**src/rtl/hsd_pkg.sv**
```systemverilog
// hsd_pkg: constants, types and sequencer states for the hash set dedup block
// no dependencies; compile first
`default_nettype none

package hsd_pkg;

    localparam int TABLE_BITS = 10;
    localparam int KEY_W      = 64;
    localparam int HALF_W     = KEY_W / 2;
    localparam int INDEX_W    = 10;
    localparam int COUNT_W    = TABLE_BITS + 1;

    typedef logic [KEY_W-1:0]      t_key;
    typedef logic [TABLE_BITS-1:0] t_addr;
    typedef logic [COUNT_W-1:0]    t_count;
    typedef logic [INDEX_W-1:0]    t_index;
    typedef logic [HALF_W-1:0]     t_half;

    localparam t_key  FIB_MULT  = 64'h9E37_79B9_7F4A_7C15;
    localparam t_half FIB_LO    = FIB_MULT[HALF_W-1:0];
    localparam t_half FIB_HI    = FIB_MULT[KEY_W-1:HALF_W];
    localparam t_addr ADDR_LAST = {TABLE_BITS{1'b1}};

    typedef enum logic [3:0] {
        S_CLEAR,
        S_IDLE,
        S_MUL0,
        S_MUL1,
        S_MUL2,
        S_SUM,
        S_RD,
        S_CMP,
        S_DONE
    } t_state;

endpackage

`default_nettype wire

```
**src/rtl/hsd_mul.sv**
```systemverilog
// hsd_mul: shared 32x32 multiplier with registered product
// depends on hsd_pkg
`default_nettype none

module hsd_mul (
    input  logic                          i_clk,
    input  logic [hsd_pkg::HALF_W-1:0]    i_a,
    input  logic [hsd_pkg::HALF_W-1:0]    i_b,
    output logic [hsd_pkg::KEY_W-1:0]     o_p
);
    import hsd_pkg::*;

    t_key r_p;

    always_ff @(posedge i_clk) begin
        r_p <= KEY_W'(i_a) * KEY_W'(i_b);
    end

    assign o_p = r_p;

endmodule

`default_nettype wire

```
**config.mk**
```make
export PLATFORM = sky130hd
export DESIGN_NAME = hsd_mul
export DESIGN_NICKNAME = d
export VERILOG_FILES = /design/src/rtl/hsd_pkg.sv /design/src/rtl/hsd_mul.sv
export SDC_FILE = /design/constraint.sdc
export NUM_CORES = 2
export LEC_CHECK = 0
export ABC_AREA = 0
export BUFFER_PORTS_ARGS = -buffer_cell sky130_fd_sc_hd__buf_2
export CAP_MARGIN = 25
export CORE_MARGIN = 5
export CORE_UTILIZATION = 55
export DETAILED_ROUTE_END_ITERATION = 10
export GPL_ROUTABILITY_DRIVEN = 0
export PLACE_DENSITY = 0.77
export SKIP_CTS_REPAIR_TIMING = 1
export SYNTH_ARGS = -nofsm -noshare
export SYNTH_HDL_FRONTEND = slang
export SYNTH_SLANG_ARGS = --single-unit
export TNS_END_PERCENT = 30
```
**constraint.sdc**
```tcl
create_clock -name i_clk -period 20 [get_ports i_clk]
set_input_delay 1 -clock i_clk [delete_from_list [all_inputs] [get_ports i_clk]]
set_output_delay 1 -clock i_clk [all_outputs]
set_load 0.05 [all_outputs]
```
==> impl_metrics.toml <==
[run_status]
outcome = "finished clean"

[yosys]
syn_area_mm2 = 0.03468
ys_seq_area_frac = 0.03695
synth_nets = 4972
avgSynthCellArea_um2 = 9.252
ys_ff_latch = 64
ys_types = 57
synthFlopType = "dfxtp_1"
async_flop_share = 0
synth_warnings = 0
synth-edff-count = 0
syn_inst = 3748

[floorplan]
die_x_um = 261.1
fp-row-count = 92
die_area_mm2 = 0.06817
start_util = 0.5527
chipHeight_um = 261.1
coreArea_mm2 = 0.06274
pin_count = 129

[grt]
grt.total_usage = 0.2734
grt_max_degree = 33
grt_pass1_wl_um = 146300
antenna_found_initial = 4
grt_pass1_vias = 28080
grt-ovfl-total = 0

[sta]
hold_viol = 0
tightest_slew_ns = 0.8485
worst_slack_ns = 11.31
fmax_mhz = 115.1
tns_ns = 0
period_needed_ns = 8.690
max_slew_margin = 0.4343
fin_crit_sh = 0.4345
slew_viol_final = 0
setup_viol = 0
rsz0062_at_grt = "false"

[detailed_routing]
dr.first_iter.drc_count = 1690
vias = 24990
drc = 0
first_pass_iters = 6
routed_wl_um = 89170
ant_nets = 0
via_per_inst = 5.525
post_drt_wl_per_cell_um = 19.71

[setup_path]
crit_fanout = 32
crit_type = "in2reg"
startpoint_type = "primary input"
required_ns = 20.26
arrival_ns = 8.95
endpoint_kind = "flop"

[flow_run]
drv_cap = 0

[final_layout]
fin_nets = 4894
drive_above_1_share = 0.04435
area_growth_pct = 3.468
largest_register_ffs = 64
utilization = 0.5719

[cts]
cts_buffer_depth = 2
cts.sinks = 64
root_buffer = "clkbuf_16"
clk_pin_slew_ns = 0.06
cts_inserted_buffers = 9
cts_tree = "yes"
h-tree-depth = 3

[place]
pre_cts_ws_ns = 11.17
hpwl_um = 71220
io_buffers = 128

[hold_path]
hold_depth = 2
hold_class = "in2reg"
## metal layers
| metal | vias to the layer above | part of all wire | global-route usage |
|---|---|---|---|
| li1 | 10680 | - | - |
| met1 | 12980 | 0.36 | 0.3300 |
| met2 | 1041 | 0.51 | 0.4824 |
| met3 | 296 | 0.066 | 0.03394 |
| met4 | 0 | 0.065 | 0.1428 |
| met5 | - | 0 | 0 |
## worst max-delay path: stages
cell and delay, ns:
buf_2 0.57, and2_1 0.25, fa_1 0.45, fa_1 0.55
inv_1 0.05, fa_1 0.56, inv_1 0.06, fa_1 0.49
inv_1 0.06, fa_1 0.43, inv_1 0.09, fa_1 0.44
fa_1 0.50, inv_1 0.05, fa_1 0.50, inv_1 0.05
ha_1 0.43, nand4_1 0.25, or4_1 0.48, or3_1 0.36
a31oi_1 0.52, a31o_2 0.30, a211oi_1 0.11, o21ai_1 0.19
xor2_1 0.18
## path summary, 6_finish.rpt
| kind | slack (ns) | to | from |
|---|---|---|---|
| worst max-delay path | 11.31 | o_p[62] | i_b[9] |
| worst min-delay path | 1.33 | o_p[0] | i_b[0] |
## cells in the mapped netlist (10+ instances only)
cell type  number  area, um2
and2_1        602       3766
o21bai_1       10      75.07
ha_1          263       3291
clkbuf_1      213      799.5
nor2_1         20      75.07
xor2_1         25      219.0
nand2_1       480       1802
dfxtp_1        64       1281
inv_1         865       3247
nand3_1        10      50.05
nand4_1        23      143.9
o21ai_0        21      105.1
a21o_1         40      300.3
fa_1          896      17940
a21oi_1        63      315.3
xnor2_1        35      306.5
and3_1         14      87.58
a31oi_1        12      75.07
## per-stage QoR
stage | cells | area, um2 | hold WS (ns)
finish | 4523 | 35880 | 1.332
floorplan | 3748 | 34680 | 1.127
CTS | 4521 | 35870 | 1.307
detailed placement | 4505 | 35560 | 1.470
global placement | 4505 | 35560 | 1.470
global route | 4521 | 35870 | 1.326
## logic make-up after synthesis
family | synth area share
AO/OA/AOI/OAI | 0.04153
XOR/XNOR | 0.01515
adder cells (fa/ha/maj) | 0.6122
buffers and inverters | 0.1177
flip-flops | 0.03695
multiplexers | 0.0002887
AND/OR/NAND/NOR | 0.1762
## placed cells by master (no fill, tap or decap), types with 4 or more instances in the layout
cell,Yosys,routed
fa_1,896,896
inv_1,865,865
and2_1,602,602
nand2_1,480,480
ha_1,263,263
buf_2,6,128
dfxtp_1,64,64
a21oi_1,63,63
a21o_1,40,40
xnor2_1,35,35
xor2_1,25,25
nand4_1,23,23
o21ai_0,21,21
nor2_1,20,20
and3_1,14,14
a31oi_1,12,12
o21bai_1,10,10
nand3_1,10,10
o21a_1,9,9
clkbuf_16,0,9
nor3_1,7,7
o21ai_1,5,5
a221o_1,4,4
## area by class of cell
class | count | area (um2)
Multi-Input combinational cell | 2599 | 29310
Tap cell | 846 | 1059
Inverter | 865 | 3247
Clock inverter | 4 | 52.55
Timing Repair Buffer | 131 | 663.1
Sequential cell | 64 | 1281
Antenna cell | 2 | 5.005
Clock buffer | 12 | 256.5
Fill cell | 5481 | 26860
Power is left out: the tool's default activity adds up to more than one toggle a clock period on the data nets, which glitch-free logic cannot reach.
